**src/rtl/ffd_pkg.sv**
```systemverilog
package ffd_pkg;

    // Field widths of the sample path.
    localparam int ACCEL_W = 16;
    localparam int MAG_W   = 15;
    localparam int CFG_W   = 16;

    // Magnitudes are averaged over blocks of this many samples.
    localparam int AVERAGE_WINDOW = 101;
    localparam int COUNT_W        = $clog2(AVERAGE_WINDOW);
    localparam int TOTAL_W        = 22;

    // Shift-add unit: three lanes of 16 x 16 bits, sum up to 33 bits.
    localparam int MAC_LANES = 3;
    localparam int MAC_W     = 16;
    localparam int MAC_CNT_W = $clog2(MAC_W);
    localparam int SUM_W     = 33;

    // Bit-serial divider: 24-bit dividend, 15-bit divisor.
    localparam int DIV_W     = 24;
    localparam int DSR_W     = 15;
    localparam int DIV_CNT_W = $clog2(DIV_W);

    // Configuration register indexes.
    localparam logic [1:0] CFG_SCORE_FLOOR   = 2'd0;
    localparam logic [1:0] CFG_SCORE_CEILING = 2'd1;
    localparam logic [1:0] CFG_SCORE_GAIN    = 2'd2;

    localparam logic [7:0]  FLOOR_RESET   = 8'd20;
    localparam logic [7:0]  CEILING_RESET = 8'd75;
    localparam logic [15:0] GAIN_RESET    = 16'd1300;

    typedef struct packed {
        logic              mode;
        logic signed [15:0] accel_x;
        logic signed [15:0] accel_y;
        logic signed [15:0] accel_z;
    } in_t;

    typedef struct packed {
        logic [14:0] magnitude;
        logic [7:0]  fall_score;
        logic [7:0]  weightless_run;
        logic [14:0] peak_impact;
        logic        falling;
    } out_t;

    // Status of a multi-cycle arithmetic unit.
    typedef struct packed {
        logic busy;
        logic done;
    } unit_stat_t;

endpackage

```
**src/rtl/free_fall_detector.sv**
```systemverilog
// Free-fall detector for three-axis accelerometer samples. Each input beat
// with mode 0 carries one sample; the block forms the floor square root of
// x*x + y*y + z*z (saturated to 32767), keeps a block average of the
// magnitudes over AVERAGE_WINDOW samples, and treats a sample below half
// of the latest average as weightless. A weightless sample raises the
// duration count and adds score_gain * duration / magnitude to the fall
// score, which is then clamped to [score_floor, score_ceiling]. A beat with
// mode 1 lowers a nonzero fall score by one. Every input beat yields
// exactly one output beat. One beat is processed at a time: a sample passes
// through the bit-serial sum of squares and the two-bits-per-cycle square
// root; the sample that closes an averaging block then runs the division
// that forms the new average, and a weightless sample with nonzero magnitude
// runs the serial gain*duration product and the bit-serial division. A
// decrement beat goes straight to the output stage. The next beat is
// accepted as soon as the result is in the output register, even while that
// result still waits on a stalled output. Configuration writes are expected
// only while the block is idle.
module free_fall_detector (
    input  logic                      clk,
    input  logic                      rst_n,
    input  logic                      in_valid,
    output logic                      in_stall,
    input  ffd_pkg::in_t              in_data,
    output logic                      out_valid,
    input  logic                      out_stall,
    output ffd_pkg::out_t             out_data,
    input  logic                      cfg_write,
    input  logic [1:0]                cfg_index,
    input  logic [ffd_pkg::CFG_W-1:0] cfg_data
);
    import ffd_pkg::*;

    localparam logic [2:0] S_IDLE = 3'd0;
    localparam logic [2:0] S_SQ   = 3'd1;
    localparam logic [2:0] S_ROOT = 3'd2;
    localparam logic [2:0] S_AVG  = 3'd3;
    localparam logic [2:0] S_CMP  = 3'd4;
    localparam logic [2:0] S_MUL  = 3'd5;
    localparam logic [2:0] S_DIV  = 3'd6;
    localparam logic [2:0] S_DONE = 3'd7;

    localparam int RAD_W      = 2 * ((SUM_W + 1) / 2);
    localparam int ROOT_STEPS = RAD_W / 2;
    localparam int ROOT_W     = ROOT_STEPS;
    localparam int REM_W      = ROOT_W + 1;
    localparam int STEP_W     = $clog2(ROOT_STEPS);
    localparam logic [MAG_W-1:0]   MAG_MAX   = {MAG_W{1'b1}};
    localparam logic [TOTAL_W-1:0] TOTAL_MAX = {TOTAL_W{1'b1}};

    function automatic logic [15:0] abs16(input logic signed [15:0] v);
        logic [15:0] u;
        u = v;
        return v[15] ? (~u + 16'd1) : u;
    endfunction

    // Saturating add of the increment, then floor, then ceiling.
    function automatic logic [7:0] clamp_score(input logic [7:0] s,
                                               input logic [DIV_W-1:0] inc,
                                               input logic [7:0] fl,
                                               input logic [7:0] ce);
        logic [16:0] s17;
        logic [15:0] sum;
        s17 = {9'd0, s} + {1'b0, inc[15:0]};
        if (inc[DIV_W-1:16] != '0 || s17[16])
        begin
            sum = 16'hFFFF;
        end
        else
        begin
            sum = s17[15:0];
        end
        if (sum < {8'd0, fl})
        begin
            sum = {8'd0, fl};
        end
        if (sum > {8'd0, ce})
        begin
            sum = {8'd0, ce};
        end
        return sum[7:0];
    endfunction

    logic [2:0]          state_reg, state_next;
    logic [RAD_W-1:0]    rad_reg, rad_next;
    logic [REM_W-1:0]    rem_reg, rem_next;
    logic [ROOT_W-1:0]   root_reg, root_next;
    logic [STEP_W-1:0]   step_reg, step_next;
    logic [MAG_W-1:0]    mag_reg, mag_next;
    logic [TOTAL_W-1:0]  total_reg, total_next;
    logic [COUNT_W-1:0]  count_reg, count_next;
    logic [MAG_W-1:0]    avg_reg, avg_next;
    logic [7:0]          dur_reg, dur_next;
    logic [7:0]          score_reg, score_next;
    logic [MAG_W-1:0]    peak_reg, peak_next;
    logic [7:0]          floor_reg, ceil_reg;
    logic [15:0]         gain_reg;
    logic                out_valid_reg, out_valid_next;
    out_t                out_reg;
    logic                out_load;

    logic                in_accept;
    logic [REM_W+1:0]    rem_sh;
    logic [REM_W+1:0]    trial;
    logic                root_fits;
    logic [MAG_W-1:0]    mag_root;
    logic [TOTAL_W:0]    total_sum;
    logic [TOTAL_W-1:0]  total_sat;
    logic                weightless;
    logic [7:0]          dur_inc;

    logic                                mac_start;
    logic [MAC_LANES-1:0][MAC_W-1:0]     mac_a, mac_b;
    logic [SUM_W-1:0]                    mac_sum;
    unit_stat_t                          mac_stat;
    logic                                div_start;
    logic [DIV_W-1:0]                    div_dividend;
    logic [DSR_W-1:0]                    div_divisor;
    logic [DIV_W-1:0]                    div_quot;
    unit_stat_t                          div_stat;

    ffd_mac u_mac (
        .clk    (clk),
        .rst_n  (rst_n),
        .start  (mac_start),
        .mcand  (mac_a),
        .mplier (mac_b),
        .sum    (mac_sum),
        .stat   (mac_stat)
    );

    ffd_div u_div (
        .clk      (clk),
        .rst_n    (rst_n),
        .start    (div_start),
        .dividend (div_dividend),
        .divisor  (div_divisor),
        .quotient (div_quot),
        .stat     (div_stat)
    );

    assign in_stall  = (state_reg != S_IDLE);
    assign in_accept = in_valid && !in_stall;

    // One step of the digit-by-digit square root: two radicand bits per cycle.
    always_comb
    begin
        rem_sh    = {rem_reg, rad_reg[RAD_W-1:RAD_W-2]};
        trial     = {1'b0, root_reg, 2'b01};
        root_fits = (rem_sh >= trial);
    end

    always_comb
    begin
        if (root_fits)
        begin
            rem_next = REM_W'(rem_sh - trial);
        end
        else
        begin
            rem_next = rem_sh[REM_W-1:0];
        end
        root_next = {root_reg[ROOT_W-2:0], root_fits};
        mag_root  = (root_next > ROOT_W'(MAG_MAX)) ? MAG_MAX : root_next[MAG_W-1:0];
    end

    always_comb
    begin
        total_sum  = {1'b0, total_reg} + (TOTAL_W + 1)'(mag_root);
        total_sat  = total_sum[TOTAL_W] ? TOTAL_MAX : total_sum[TOTAL_W-1:0];
        weightless = (mag_reg < (avg_reg >> 1));
        dur_inc    = (dur_reg != 8'hFF) ? (dur_reg + 8'd1) : dur_reg;
    end

    // Operand selection for the shared units.
    always_comb
    begin
        mac_a = '0;
        mac_b = '0;
        if (state_reg == S_IDLE)
        begin
            mac_a[0] = abs16(in_data.accel_x);
            mac_a[1] = abs16(in_data.accel_y);
            mac_a[2] = abs16(in_data.accel_z);
            mac_b    = mac_a;
        end
        else
        begin
            mac_a[0] = gain_reg;
            mac_b[0] = {8'd0, dur_inc};
        end

        if (state_reg == S_ROOT)
        begin
            div_dividend = DIV_W'(total_sat);
            div_divisor  = DSR_W'(AVERAGE_WINDOW);
        end
        else
        begin
            div_dividend = mac_sum[DIV_W-1:0];
            div_divisor  = mag_reg;
        end
    end

    always_comb
    begin
        state_next = state_reg;
        rad_next   = rad_reg;
        step_next  = step_reg;
        mag_next   = mag_reg;
        total_next = total_reg;
        count_next = count_reg;
        avg_next   = avg_reg;
        dur_next   = dur_reg;
        score_next = score_reg;
        peak_next  = peak_reg;
        mac_start  = 1'b0;
        div_start  = 1'b0;
        out_load   = 1'b0;

        case (state_reg)
            S_IDLE:
            begin
                if (in_accept)
                begin
                    if (in_data.mode)
                    begin
                        // Decrement beat: only the score moves; the magnitude reads zero.
                        mag_next = '0;
                        if (score_reg != 8'd0)
                        begin
                            score_next = score_reg - 8'd1;
                        end
                        state_next = S_DONE;
                    end
                    else
                    begin
                        mac_start  = 1'b1;
                        state_next = S_SQ;
                    end
                end
            end
            S_SQ:
            begin
                if (mac_stat.done)
                begin
                    rad_next   = RAD_W'(mac_sum);
                    step_next  = '0;
                    state_next = S_ROOT;
                end
            end
            S_ROOT:
            begin
                rad_next  = {rad_reg[RAD_W-3:0], 2'b00};
                step_next = step_reg + 1'b1;
                if (step_reg == STEP_W'(ROOT_STEPS - 1))
                begin
                    mag_next = mag_root;
                    if (count_reg == COUNT_W'(AVERAGE_WINDOW - 1))
                    begin
                        // Block closes: the new average is needed before the
                        // threshold compare of this same sample.
                        total_next = '0;
                        count_next = '0;
                        div_start  = 1'b1;
                        state_next = S_AVG;
                    end
                    else
                    begin
                        total_next = total_sat;
                        count_next = count_reg + 1'b1;
                        state_next = S_CMP;
                    end
                end
            end
            S_AVG:
            begin
                if (div_stat.done)
                begin
                    if (div_quot > DIV_W'(MAG_MAX))
                    begin
                        avg_next = MAG_MAX;
                    end
                    else
                    begin
                        avg_next = div_quot[MAG_W-1:0];
                    end
                    state_next = S_CMP;
                end
            end
            S_CMP:
            begin
                if (weightless)
                begin
                    dur_next = dur_inc;
                    if (mag_reg == '0)
                    begin
                        // The quotient saturates, so the score lands on
                        // the ceiling.
                        score_next = clamp_score(score_reg, {DIV_W{1'b1}},
                                                 floor_reg, ceil_reg);
                        state_next = S_DONE;
                    end
                    else
                    begin
                        mac_start  = 1'b1;
                        state_next = S_MUL;
                    end
                end
                else if (score_reg != 8'd0)
                begin
                    if (peak_reg < mag_reg)
                    begin
                        peak_next = mag_reg;
                    end
                    state_next = S_DONE;
                end
                else
                begin
                    dur_next   = '0;
                    peak_next  = '0;
                    state_next = S_DONE;
                end
            end
            S_MUL:
            begin
                if (mac_stat.done)
                begin
                    div_start  = 1'b1;
                    state_next = S_DIV;
                end
            end
            S_DIV:
            begin
                if (div_stat.done)
                begin
                    score_next = clamp_score(score_reg, div_quot, floor_reg, ceil_reg);
                    state_next = S_DONE;
                end
            end
            S_DONE:
            begin
                if (!out_valid_reg || !out_stall)
                begin
                    out_load   = 1'b1;
                    state_next = S_IDLE;
                end
            end
            default:
            begin
                state_next = S_IDLE;
            end
        endcase
    end

    assign out_valid_next = out_load || (out_valid_reg && out_stall);

    always_ff @(posedge clk or negedge rst_n)
    begin
        if (!rst_n)
        begin
            state_reg     <= S_IDLE;
            step_reg      <= '0;
            total_reg     <= '0;
            count_reg     <= '0;
            avg_reg       <= '0;
            dur_reg       <= '0;
            score_reg     <= '0;
            peak_reg      <= '0;
            floor_reg     <= FLOOR_RESET;
            ceil_reg      <= CEILING_RESET;
            gain_reg      <= GAIN_RESET;
            out_valid_reg <= 1'b0;
        end
        else
        begin
            state_reg     <= state_next;
            step_reg      <= step_next;
            total_reg     <= total_next;
            count_reg     <= count_next;
            avg_reg       <= avg_next;
            dur_reg       <= dur_next;
            score_reg     <= score_next;
            peak_reg      <= peak_next;
            out_valid_reg <= out_valid_next;
            if (cfg_write)
            begin
                case (cfg_index)
                    CFG_SCORE_FLOOR:   floor_reg <= cfg_data[7:0];
                    CFG_SCORE_CEILING: ceil_reg  <= cfg_data[7:0];
                    CFG_SCORE_GAIN:    gain_reg  <= cfg_data;
                    default:           ;
                endcase
            end
        end
    end

    // Square root working registers and the result payload.
    always_ff @(posedge clk)
    begin
        rad_reg <= rad_next;
        mag_reg <= mag_next;
        if (state_reg == S_SQ)
        begin
            rem_reg  <= '0;
            root_reg <= '0;
        end
        else if (state_reg == S_ROOT)
        begin
            rem_reg  <= rem_next;
            root_reg <= root_next;
        end
        if (out_load)
        begin
            out_reg.magnitude      <= mag_reg;
            out_reg.fall_score     <= score_reg;
            out_reg.weightless_run <= dur_reg;
            out_reg.peak_impact    <= peak_reg;
            out_reg.falling        <= (score_reg != 8'd0);
        end
    end

    assign out_valid = out_valid_reg;
    assign out_data  = out_reg;

    // The two arithmetic units are never running when no beat is in work.
    assert property (@(posedge clk) disable iff (!rst_n)
        (state_reg == S_IDLE) |-> (!mac_stat.busy && !div_stat.busy))
        else $error("arithmetic unit busy while idle");

    // The averaging counter never reaches the window length.
    assert property (@(posedge clk) disable iff (!rst_n)
        count_reg < COUNT_W'(AVERAGE_WINDOW - 1) || count_reg == COUNT_W'(AVERAGE_WINDOW - 1))
        else $error("sample count out of range");

    // A weightless update leaves the score at or below the ceiling.
    assert property (@(posedge clk) disable iff (!rst_n)
        (state_reg == S_DIV && div_stat.done) |=> (score_reg <= ceil_reg))
        else $error("score above ceiling after weightless sample");

    // The falling flag always agrees with the score it is sent with.
    assert property (@(posedge clk) disable iff (!rst_n)
        out_valid_reg |-> (out_reg.falling == (out_reg.fall_score != 8'd0)))
        else $error("falling flag disagrees with fall score");

    // A result is loaded only when the output register is free or draining.
    assert property (@(posedge clk) disable iff (!rst_n)
        out_load |-> (!out_valid_reg || !out_stall))
        else $error("output register overwritten");

endmodule

```
**src/rtl/ffd_mac.sv**
```systemverilog
module ffd_mac (
    input  logic                                              clk,
    input  logic                                              rst_n,
    input  logic                                              start,
    input  logic [ffd_pkg::MAC_LANES-1:0][ffd_pkg::MAC_W-1:0] mcand,
    input  logic [ffd_pkg::MAC_LANES-1:0][ffd_pkg::MAC_W-1:0] mplier,
    output logic [ffd_pkg::SUM_W-1:0]                         sum,
    output ffd_pkg::unit_stat_t                               stat
);
    import ffd_pkg::*;

    // Sum of three products, one multiplier bit per lane per cycle.
    logic [MAC_LANES-1:0][2*MAC_W-1:0] mcand_reg;
    logic [MAC_LANES-1:0][MAC_W-1:0]   mplier_reg;
    logic [SUM_W-1:0]                  acc_reg, acc_next;
    logic [MAC_CNT_W-1:0]              cnt_reg;
    logic                              busy_reg, done_reg;

    always_comb
    begin
        acc_next = acc_reg;
        for (int l = 0; l < MAC_LANES; l++)
        begin
            if (mplier_reg[l][0])
            begin
                acc_next = acc_next + SUM_W'(mcand_reg[l]);
            end
        end
    end

    always_ff @(posedge clk or negedge rst_n)
    begin
        if (!rst_n)
        begin
            busy_reg <= 1'b0;
            done_reg <= 1'b0;
            cnt_reg  <= '0;
        end
        else
        begin
            done_reg <= 1'b0;
            if (start)
            begin
                busy_reg <= 1'b1;
                cnt_reg  <= '0;
            end
            else if (busy_reg)
            begin
                cnt_reg <= cnt_reg + 1'b1;
                if (cnt_reg == MAC_CNT_W'(MAC_W - 1))
                begin
                    busy_reg <= 1'b0;
                    done_reg <= 1'b1;
                end
            end
        end
    end

    always_ff @(posedge clk)
    begin
        if (start)
        begin
            acc_reg <= '0;
            for (int l = 0; l < MAC_LANES; l++)
            begin
                mcand_reg[l]  <= {{MAC_W{1'b0}}, mcand[l]};
                mplier_reg[l] <= mplier[l];
            end
        end
        else if (busy_reg)
        begin
            acc_reg <= acc_next;
            for (int l = 0; l < MAC_LANES; l++)
            begin
                mcand_reg[l]  <= {mcand_reg[l][2*MAC_W-2:0], 1'b0};
                mplier_reg[l] <= {1'b0, mplier_reg[l][MAC_W-1:1]};
            end
        end
    end

    assign sum       = acc_reg;
    assign stat.busy = busy_reg;
    assign stat.done = done_reg;

endmodule

```
**src/rtl/ffd_div.sv**
```systemverilog
module ffd_div (
    input  logic                        clk,
    input  logic                        rst_n,
    input  logic                        start,
    input  logic [ffd_pkg::DIV_W-1:0]   dividend,
    input  logic [ffd_pkg::DSR_W-1:0]   divisor,
    output logic [ffd_pkg::DIV_W-1:0]   quotient,
    output ffd_pkg::unit_stat_t         stat
);
    import ffd_pkg::*;

    // Restoring division, one quotient bit per cycle. The dividend register
    // shifts out at the top while quotient bits shift in at the bottom.
    logic [DIV_W-1:0]     quo_reg;
    logic [DSR_W-1:0]     rem_reg;
    logic [DSR_W-1:0]     dsr_reg;
    logic [DIV_CNT_W-1:0] cnt_reg;
    logic                 busy_reg, done_reg;
    logic [DSR_W:0]       rem_sh;
    logic [DSR_W:0]       rem_diff;
    logic                 q_bit;

    always_comb
    begin
        rem_sh   = {rem_reg, quo_reg[DIV_W-1]};
        rem_diff = rem_sh - {1'b0, dsr_reg};
        q_bit    = (rem_sh >= {1'b0, dsr_reg});
    end

    always_ff @(posedge clk or negedge rst_n)
    begin
        if (!rst_n)
        begin
            busy_reg <= 1'b0;
            done_reg <= 1'b0;
            cnt_reg  <= '0;
        end
        else
        begin
            done_reg <= 1'b0;
            if (start)
            begin
                busy_reg <= 1'b1;
                cnt_reg  <= '0;
            end
            else if (busy_reg)
            begin
                cnt_reg <= cnt_reg + 1'b1;
                if (cnt_reg == DIV_CNT_W'(DIV_W - 1))
                begin
                    busy_reg <= 1'b0;
                    done_reg <= 1'b1;
                end
            end
        end
    end

    always_ff @(posedge clk)
    begin
        if (start)
        begin
            quo_reg <= dividend;
            rem_reg <= '0;
            dsr_reg <= divisor;
        end
        else if (busy_reg)
        begin
            quo_reg <= {quo_reg[DIV_W-2:0], q_bit};
            rem_reg <= q_bit ? rem_diff[DSR_W-1:0] : rem_sh[DSR_W-1:0];
        end
    end

    assign quotient  = quo_reg;
    assign stat.busy = busy_reg;
    assign stat.done = done_reg;

endmodule

```
**config.mk**
```make
export PLATFORM = sky130hd
export DESIGN_NAME = free_fall_detector
export DESIGN_NICKNAME = d
export VERILOG_FILES = /design/src/rtl/ffd_pkg.sv /design/src/rtl/free_fall_detector.sv /design/src/rtl/ffd_mac.sv /design/src/rtl/ffd_div.sv
export SDC_FILE = /design/constraint.sdc
export NUM_CORES = 1
export LEC_CHECK = 0
export BUFFER_PORTS_ARGS = -buffer_cell sky130_fd_sc_hd__buf_4
export CAP_MARGIN = 20
export CORE_ASPECT_RATIO = 0.5
export CORE_MARGIN = 1
export CORE_UTILIZATION = 35
export CTS_BUF_LIST = sky130_fd_sc_hd__clkbuf_8 sky130_fd_sc_hd__clkbuf_16
export CTS_CLUSTER_SIZE = 8
export DETAILED_ROUTE_END_ITERATION = 6
export HOLD_SLACK_MARGIN = 0.15
export PLACE_DENSITY = 0.52
export RECOVER_POWER = 25
export SYNTH_ARGS = -nofsm -noshare
export SYNTH_HDL_FRONTEND = slang
export SYNTH_SLANG_ARGS = --single-unit
```
**constraint.sdc**
```tcl
create_clock -name clk -period 8.7 [get_ports clk]
set_input_delay 0.435 -clock clk [delete_from_list [all_inputs] [get_ports clk]]
set_output_delay 0.435 -clock clk [all_outputs]
set_load 0.02 [all_outputs]
```
==> results of run 1 <==
## cells in the mapped netlist (27+ instances only)
cell type  count  share of area (%)
mux2_2        73                2.7
dfxtp_1      131                8.7
clkbuf_1     113                1.4
o21ai_0      202                3.4
o21a_1        27               0.67
dfrtp_1      118                9.8
nand3_1       65                1.1
nand2b_1      32               0.66
edfxtp_1     231                 23
nor2_1       268                3.3
a31oi_1       35               0.73
nor2b_1       27               0.56
xnor2_1       89                2.6
a21oi_1      234                3.9
nand2_1      419                5.2
mux2i_1       90                3.0
a211oi_1      55                1.4
ha_1         209                8.7
xor2_1        79                2.3
a21o_1       129                3.2
nor3_1        43               0.71
inv_1        155                1.9
## logic make-up after synthesis
kind of cell	Yosys count	synth area share, %
xor gates and xnor gates	168	4.88
buffers and inverters	294	3.69
adders and majority gates	215	9.08
and+or+nand+nor	988	14.5
AOI/OAI and AO/OA	899	19.5
DFF	490	42.4
muxes	167	5.92
## worst paths after layout
check | endpoint | cells after the start | startpoint | slack [ps]
worst min-delay path | state_reg[1] | 3 | in_data[48] | 210
max in group asynchronous | u_mac.busy_reg | 3 | rst_n | 4220
worst max register to register | u_mac.sum[32] | 28 | u_mac.mcand_reg[0] | 1140
worst max-delay path | u_mac.sum[32] | 28 | u_mac.mcand_reg[0] | 1140
min in group asynchronous | peak_reg[4] | 2 | rst_n | 1920
worst min register to register | root_reg[5] | 2 | root_reg[4] | 460
## worst max-delay path: cells and delay by family, from the launching register on
family	cells	cell delay [ps]
AND/OR/NAND/NOR	3	340
buffers and inverters	1	70
XOR/XNOR	4	630
flip-flops	1	410
adder cells (fa/ha/maj)	4	1110
multiplexers	2	590
AO/OA/AOI/OAI	14	4300
## per-layer routing
| layer | routed length (um) | up-vias | share of wire (%) | GRT usage, % |
|---|---|---|---|---|
| met5 | 0 | - | 0 | 0 |
| met1 | 42800 | 11521 | 51 | 28.4 |
| met2 | 35500 | 481 | 42 | 28.0 |
| li1 | - | 11905 | - | - |
| met4 | 1440 | 0 | 1.7 | 4.74 |
| met3 | 4040 | 92 | 4.8 | 3.42 |
## repair_timing
action	in CTS	in global routing
hold buffers	18	0
endpoints found under the hold margin	96	0
buffers inserted	0	0
## through the flow
step | utilization, % | std cells | setup WS (ps) | instance area [um^2] | hold WS [ps]
after global placement | 38.2 | 4389 | 1350 | 32300 | 445
after floorplan | - | 3221 | 2240 | 30100 | 139
final | 40.6 | 4529 | 1140 | 34300 | 214
after CTS | 40.8 | 4527 | 1260 | 34500 | 158
after detailed placement | 38.2 | 4389 | 1320 | 32300 | 461
after global routing | 40.6 | 4529 | 684 | 34300 | 225
## layout make-up
type | count | area, um^2
Clock buffer | 74 | 1850
Clock inverter | 46 | 200
Fill cell | 8520 | 50200
Inverter | 157 | 591
Multi-Input combinational cell | 2437 | 16300
Sequential cell | 490 | 12800
Tap cell | 1155 | 1450
Timing Repair Buffer | 170 | 1130
## cell usage in the layout, fill, tap and decap left out, types with 27 or more instances in the layout
master     Yosys  final
ha_1         209    209
xnor2_1       89     89
nand2b_1      32     32
nor2_1       268    266
dfxtp_1      131    131
nor3_1        43     41
a21oi_1      234    233
inv_1        155    196
a31oi_1       35     35
buf_4          1     92
nand2_1      419    418
a211oi_1      55     55
clkbuf_1     113     58
clkbuf_16      0     74
dfrtp_1      118    117
mux2_2        73     73
o21ai_0      202    202
edfxtp_1     231    231
a21o_1       129    129
xor2_1        79     79
mux2i_1       90     90
nand3_1       65     65
o21a_1        27     27
==> metrics, run 1 <==
status=complete, but fails checks; failing checks=DRC, capacitance limit, slew limit; endpoints failing setup=0; PortBufs=120; Crit path arrival time=8070 ps; remaining global-route overflow=0; DIE AREA=87,400 um^2; FP Rows=75; H-tree levels=3; share of flip-flops with an asynchronous set or reset=26.1%; register area share after synthesis=between 40 and 50%; clock slew at reported path FFs=50 ps; worst slew pin tran=4380 ps; antenna-violating nets left=0; TritonCTS clock tree=yes; DR DRC count=11; syn_nets=3,508; routed vias/inst=5.30; Initial Util=35.6%; clk root buf=clkbuf_16; clock sink count=490; max reg flops=96; max cap viols=1; WP data required=between 9000 and 10,000 ps; register bit total from synthesis=490; final hold violations=0; Hold WC Path Type=in -> reg; Overall Global Routing Usage=19.0%; unrepaired setup endpoints after global routing=false; Cells after Synth=3,221; Ant. Diodes=0; first-pass GRT wire length=131 mm; largest net degree at the start of global routing=76; upper clock frequency limit=0.132 GHz; critical path endpoint category=register; Mapped Area=30,100 um^2; Nets=~3,600; dpl hpwl=59.9 mm; routability cong.=0.899; Die Y=209 um; Slew Viols, Final=75; Area Overhead vs Synth=13.9%; Pre-antenna DRT Iters=7; Mean Syn Cell Area=~9.4 um^2; fin crit share=86.9%; layout cells sized above 1=under 10%; Ys Warns=0; Post-synth EDFFs=231; Synth cell types=87; Max FO, Critical Path=5; vias in the first global route=23,031; CORE AREA=84,500 um^2; Setup Skew=30.1 ps; Die W=417 um; min cycle time layout=around 7600 ps; Slew HR=-192%; CP max stage delay=680 ps; CTS Buf Count=71; via count=23,999; Post-CTS Resized=0; Final TNS setup=0 ps; Post-synth top flop=edfxtp_1; Worst setup SP type=register; worst setup path category=reg -> reg; overall routed net length=~84 mm; drt initial violations=1,808; initial antenna violation count=1; CP max-delay cell=o31ai_1; wire length per cell=18.5 um; worst-skew pair later-pin latency=630 ps; Longest Clk Path Bufs=3; I/O pins=121
Power of run 1 is left out: the tool's default activity adds up to more than one toggle a clock period on the data nets, which glitch-free logic cannot reach.
==> inputs of run 2 (changes only) <==
--- a/config.mk
+++ b/config.mk
@@ -5,16 +5,15 @@
 export SDC_FILE = /design/constraint.sdc
 export NUM_CORES = 1
 export LEC_CHECK = 0
-export BUFFER_PORTS_ARGS = -buffer_cell sky130_fd_sc_hd__buf_4
+export BUFFER_PORTS_ARGS = -buffer_cell sky130_fd_sc_hd__buf_2
 export CAP_MARGIN = 20
-export CORE_ASPECT_RATIO = 0.5
 export CORE_MARGIN = 1
 export CORE_UTILIZATION = 35
 export CTS_BUF_LIST = sky130_fd_sc_hd__clkbuf_8 sky130_fd_sc_hd__clkbuf_16
 export CTS_CLUSTER_SIZE = 8
 export DETAILED_ROUTE_END_ITERATION = 6
 export HOLD_SLACK_MARGIN = 0.15
-export PLACE_DENSITY = 0.52
+export PLACE_DENSITY = 0.51
 export RECOVER_POWER = 25
 export SYNTH_ARGS = -nofsm -noshare
 export SYNTH_HDL_FRONTEND = slang
==> run 2 against run 1 <==
  * The flow still finishes with violations (DRC, capacitance limit, slew limit)
  * Maximum frequency is 1.4% higher
  * Critical path depth is 4 higher
  * Sequential share of layout area is 0.12 points higher
  * Clock skew is 5.3 ps lower
  * Cell count hardly changed
  * Sequential cell count stayed put
  * Critical path type unchanged
  * Worst setup slack better by 100 ps
  * Global-route usage is 0.20 points lower
  * Die area hardly changed
  * Critical endpoint is now u_mac.sum[31]
  * Worst hold slack better by 17 ps
  * First-iteration DRC count is 25% lower
==> metrics, run 2 (synthesis gave the netlist of run 1 again) <==
clk root buf=clkbuf_16 (unchanged); Worst setup SP type=register (unchanged); overall routed net length=81.4 mm (was 83.7 mm); Pre-antenna DRT Iters=7 (unchanged); max cap viols=2 (was 1); Initial Util=35.3% (was 35.6%); final hold violations=0 (unchanged); Slew HR=-222% (was -192%); routed vias/inst=5.24 (was 5.30); wire length per cell=18.0 um (was 18.5 um); R2R cell count=32 (was 28); CORE AREA=85,300 um^2 (was 84,500 um^2); clock slew at reported path FFs=50 ps (about the same); RR Endpoint=u_mac.sum[31] (was u_mac.sum[32]); vias in the first global route=23,132 (was 23,031); H-tree levels=3 (unchanged); TritonCTS clock tree=yes (unchanged); Slew Viols, Final=131 (was 75); Die W=295 um (was 417 um); min cycle time layout=7460 ps (was 7560 ps); fin crit share=85.8% (was 86.9%); Area Overhead vs Synth=13.5% (was 13.9%); commonest non-fill, non-tap cell in the layout=nand2_1 (unchanged); Worst Hold Depth=3 (unchanged); Post-CTS Resized=0 (unchanged); worst slew pin tran=4830 ps (was 4380 ps); setup slack, reg-to-reg=1240 ps (was 1140 ps); Longest Clk Path Bufs=3 (unchanged); most used cell, CP=ha_1; dpl hpwl=59.1 mm (was 59.9 mm); worst-skew pair later-pin latency=630 ps (about the same); fillers=8,576 (was 8,520); I/O pins=121 (unchanged); Die Y=295 um (was 209 um); failing checks=DRC, capacitance limit, slew limit (unchanged); max reg flops=96 (unchanged); first-pass GRT wire length=130 mm (was 131 mm); via count=23,744 (was 23,999); critical path endpoint category=register (unchanged); unrepaired setup endpoints after global routing=false (unchanged); CTS Buf Count=71 (unchanged); initial antenna violation count=1 (unchanged); antenna-violating nets left=0 (unchanged); clock sink count=490 (unchanged); endpoints failing setup=0 (unchanged); Overall Global Routing Usage=18.8% (was 19.0%); Crit path arrival time=7930 ps (was 8070 ps); CP max stage delay=490 ps (was 680 ps); DR DRC count=3 (was 11); Final TNS setup=0 ps (unchanged); status=complete, but fails checks (unchanged); Nets=3,616 (was 3,614); Setup Skew=24.8 ps (was 30.1 ps); Max FO, Critical Path=5 (unchanged); WP data required=9160 ps (was 9200 ps); largest net degree at the start of global routing=85 (was 76); routability cong.=0.888 (was 0.899); worst r2r src=u_mac.mcand_reg[0] (unchanged); worst setup path category=reg -> reg (unchanged); remaining global-route overflow=0 (unchanged); most frequent cells in the layout=nand2_1, nor2_1, a21oi_1 (unchanged); drt initial violations=1,353 (was 1,808); Min-Delay Endpoint=u_mac.mplier_reg[47] (was state_reg[1]); upper clock frequency limit=0.134 GHz (was 0.132 GHz); Hold WC Path Type=in -> reg (unchanged); PortBufs=120 (unchanged); layout cells sized above 1=8.89% (about the same); DIE AREA=87,300 um^2 (was 87,400 um^2); startpoint of the worst hold path=in_data[14] (was in_data[48]); CP max-delay cell=a221oi_1 (was o31ai_1); FP Rows=107 (was 75)
run 2: repair_timing:
action                    in CTS  in global routing
hold endpoints to repair     106                  0
hold buffers                  18                  0
setup buffers                  0                  0
run 2: through the flow:
stage / utilization (%) / hold WS, ps / cell area (um^2) / std cells / setup WS, ps
after floorplan: - / 139 / 30100 / 3221 / 2240
after global placement: 37.5 / 445 / 32000 / 4382 / 1360
after detailed placement: 37.5 / 457 / 32000 / 4382 / 1260
after CTS: 40.2 / 203 / 34300 / 4529 / 1260
after global routing: 40.1 / 226 / 34200 / 4530 / 596
final: 40.1 / 231 / 34200 / 4530 / 1240
run 2: cell type report:
type	instances	area, um^2	share of cell area (%)
Timing Repair Buffer	172	960	2.81
Antenna cell	1	2.50	0.00732
Tap cell	1144	1430	4.18
Multi-Input combinational cell	2437	16300	47.7
Clock inverter	57	329	0.962
Inverter	157	592	1.73
Sequential cell	490	12800	37.4
Clock buffer	72	1790	5.23
run 2: how the worst max path moves through the flow:
stage | from | endpoint | slack, ps
final | u_mac.mcand_reg[0] | u_mac.sum[31] | 1240
after global placement | u_mac.mcand_reg[0] | u_mac.sum[31] | 1360
after detailed placement | u_mac.mcand_reg[0] | u_mac.sum[31] | 1260
after global routing | rst_n | u_mac.busy_reg | 600
after CTS | u_mac.mcand_reg[0] | u_mac.sum[31] | 1260
after floorplan | u_mac.mcand_reg[0] | u_mac.sum[31] | 2240
run 2: critical path: cells and delay by family, from the launching register on:
family	cells	cell delay, ps
AOI/OAI and AO/OA	16	4360
adders and majority gates	4	1120
and+or+nand+nor	7	620
xor gates and xnor gates	3	450
DFF	1	390
muxes	1	290
buffers and inverters	1	70
run 2: routing by layer:
metal	share of wire (%)	GRT usage [%]	wire length, um	up-vias
met5	0	0	0	-
met4	2.2	5.33	1820	0
met3	3.8	2.45	3110	110
met2	46	30.3	37500	388
met1	48	26.2	38900	11307
li1	-	-	-	11939
Power of run 2 is left out for the same reason.
==> inputs of run 3 (changes only) <==
--- a/config.mk
+++ b/config.mk
@@ -7,14 +7,16 @@
 export LEC_CHECK = 0
 export BUFFER_PORTS_ARGS = -buffer_cell sky130_fd_sc_hd__buf_2
 export CAP_MARGIN = 20
+export CORE_ASPECT_RATIO = 0.9
 export CORE_MARGIN = 1
-export CORE_UTILIZATION = 35
+export CORE_UTILIZATION = 60
 export CTS_BUF_LIST = sky130_fd_sc_hd__clkbuf_8 sky130_fd_sc_hd__clkbuf_16
 export CTS_CLUSTER_SIZE = 8
 export DETAILED_ROUTE_END_ITERATION = 6
 export HOLD_SLACK_MARGIN = 0.15
-export PLACE_DENSITY = 0.51
+export PLACE_DENSITY = 0.79
 export RECOVER_POWER = 25
+export SLEW_MARGIN = 20
 export SYNTH_ARGS = -nofsm -noshare
 export SYNTH_HDL_FRONTEND = slang
 export SYNTH_SLANG_ARGS = --single-unit
==> run 3 against run 2 <==
  * The run still ends with DRC, capacitance limit, slew limit left
  * Sequential cell count is the same
  * Clock skew shrank 3.3 ps
  * Cell count shrank 11%
  * Worst setup slack lost 320 ps
  * Count of clock-buffer cells in the layout grew 1
  * Global-route usage grew 13 points
  * Worst hold slack gained 5.0 ps
  * Sequential share of layout area grew 0.79 points
  * Non-clock buffer count shrank 6
  * Register-to-register slack lost 320 ps
  * Via count grew 5.8%
  * Routed wire length shrank 0.75%
  * Critical path type unchanged
==> metrics, run 3 (synthesis gave the netlist of run 1 again) <==
status=complete, but fails checks (unchanged); failing checks=DRC, capacitance limit, slew limit (unchanged); FP Rows=77 (was 107); worst-skew pair later-pin latency=610 ps (was 630 ps); fillers=3,830 (was 8,576); Worst Hold Depth=3 (unchanged); most used cell, CP=ha_1 (unchanged); critical path endpoint category=register (unchanged); most frequent cells in the layout=nand2_1, nor2_1, a21oi_1 (unchanged); DR DRC count=1 (was 3); min cycle time layout=7790 ps (was 7460 ps); Max FO, Critical Path=5 (unchanged); clock slew at reported path FFs=60 ps (was 50 ps); Overall Global Routing Usage=31.5% (was 18.8%); Longest Clk Path Bufs=3 (unchanged); drt initial violations=2,385 (was 1,353); final hold violations=0 (unchanged); CORE AREA=49,300 um^2 (was 85,300 um^2); upper clock frequency limit=0.128 GHz (was 0.134 GHz); wire length per cell=20.0 um (was 18.0 um); unrepaired setup endpoints after global routing=false (unchanged); Critical Path Stages=32 (unchanged); Nets=3,610 (was 3,616); largest net degree at the start of global routing=77 (was 85); Die Y=215 um (was 295 um); max reg flops=96 (unchanged); routed vias/inst=6.21 (was 5.24); overall routed net length=80.7 mm (was 81.4 mm); remaining global-route overflow=0 (unchanged); H-tree levels=3 (unchanged); Setup Skew=21.5 ps (was 24.8 ps); via count=25,113 (was 23,744); CP max-delay cell=o311ai_0 (was a221oi_1); Crit path arrival time=8220 ps (was 7930 ps); I/O pins=121 (unchanged); WP data required=9130 ps (was 9160 ps); layout cells sized above 1=8.68% (was 8.89%); vias in the first global route=24,498 (was 23,132); Post-CTS Setup Inserts=0 (unchanged); Slew Viols, Final=131 (unchanged); Area Overhead vs Synth=11.2% (was 13.5%); worst setup path category=reg -> reg (unchanged); first-pass GRT wire length=129 mm (was 130 mm); TritonCTS clock tree=yes (unchanged); DIE AREA=51,100 um^2 (was 87,300 um^2); routability cong.=0.959 (was 0.888); Worst setup SP type=register (unchanged); Die W=238 um (was 295 um); initial antenna violation count=0 (was 1); clock sink count=490 (unchanged); Crit path max-delay family=compound AO/OA/AOI/OAI gates (unchanged); dpl hpwl=57.1 mm (was 59.1 mm); CTS Buf Count=71 (unchanged); R2R cell count=32 (unchanged); fin crit share=89.5% (was 85.8%); Pre-antenna DRT Iters=7 (unchanged); CP Buf/Inv Count=1 (unchanged); Ant. Diodes=0 (was 1); clk root buf=clkbuf_16 (unchanged); CP max stage delay=660 ps (was 490 ps); hold slack=236 ps (was 231 ps); antenna-violating nets left=0 (unchanged); Final TNS setup=0 ps (unchanged); endpoints failing setup=0 (unchanged); PortBufs=120 (unchanged); worst slew pin tran=4460 ps (was 4830 ps); Slew HR=-197% (was -222%); max cap viols=2 (unchanged); commonest non-fill, non-tap cell in the layout=nand2_1 (unchanged); Initial Util=61.1% (was 35.3%); Hold WC Path Type=in -> reg (unchanged)
## run 3: repair_timing
item / 4_1_cts / 5_1_grt
resized for setup: 0 / 0
endpoints found under the hold margin: 108 / 0
hold buffers: 18 / 0
## run 3: per-layer routing
layer | vias to the layer above | GRT usage, % | share of wire, %
met5 | - | 0 | 0
met4 | 0 | 13.7 | 4.4
met3 | 221 | 4.54 | 5.9
met2 | 937 | 50.9 | 47
met1 | 12036 | 42.3 | 43
li1 | 11919 | - | -
## run 3: tightest hold or removal path: cells and delay by family
family        cells  cell delay [ps]
buf+inv           1               90
simple gates      2              140
## run 3: path summary, 6_finish.rpt
path / endpoint / slack [ps] / from
max: u_mac.sum[31] / 910 / u_mac.mcand_reg[0]
min: u_mac.mplier_reg[47] / 240 / in_data[14]
max reg2reg: u_mac.sum[31] / 910 / u_mac.mcand_reg[0]
min reg2reg: root_reg[16] / 460 / root_reg[16]
max in group asynchronous: dur_reg[2] / 2370 / rst_n
min in group asynchronous: u_div.cnt_reg[3] / 1940 / rst_n
## run 3: cell type report
cell class | instances | area, um^2 | share of cell area [%]
Clock buffer | 73 | 1820 | 5.42
Clock inverter | 52 | 262 | 0.781
Inverter | 157 | 591 | 1.76
Multi-Input combinational cell | 2437 | 16300 | 48.7
Sequential cell | 490 | 12800 | 38.1
Tap cell | 671 | 840 | 2.51
Timing Repair Buffer | 166 | 911 | 2.72
## run 3: metrics by stage
step           setup slack (ps)  cell area [um^2]  std cells  utilization (%)
2_1_floorplan              2240             30100       3221                -
6_report                    914             33500       4046             67.9
3_5_place_dp               1080             31300       3903             63.5
5_1_grt                     417             33500       4046             67.9
3_3_place_gp               1230             31300       3903             63.5
4_1_cts                    1040             33600       4046             68.1
Power of run 3 is left out for the same reason.
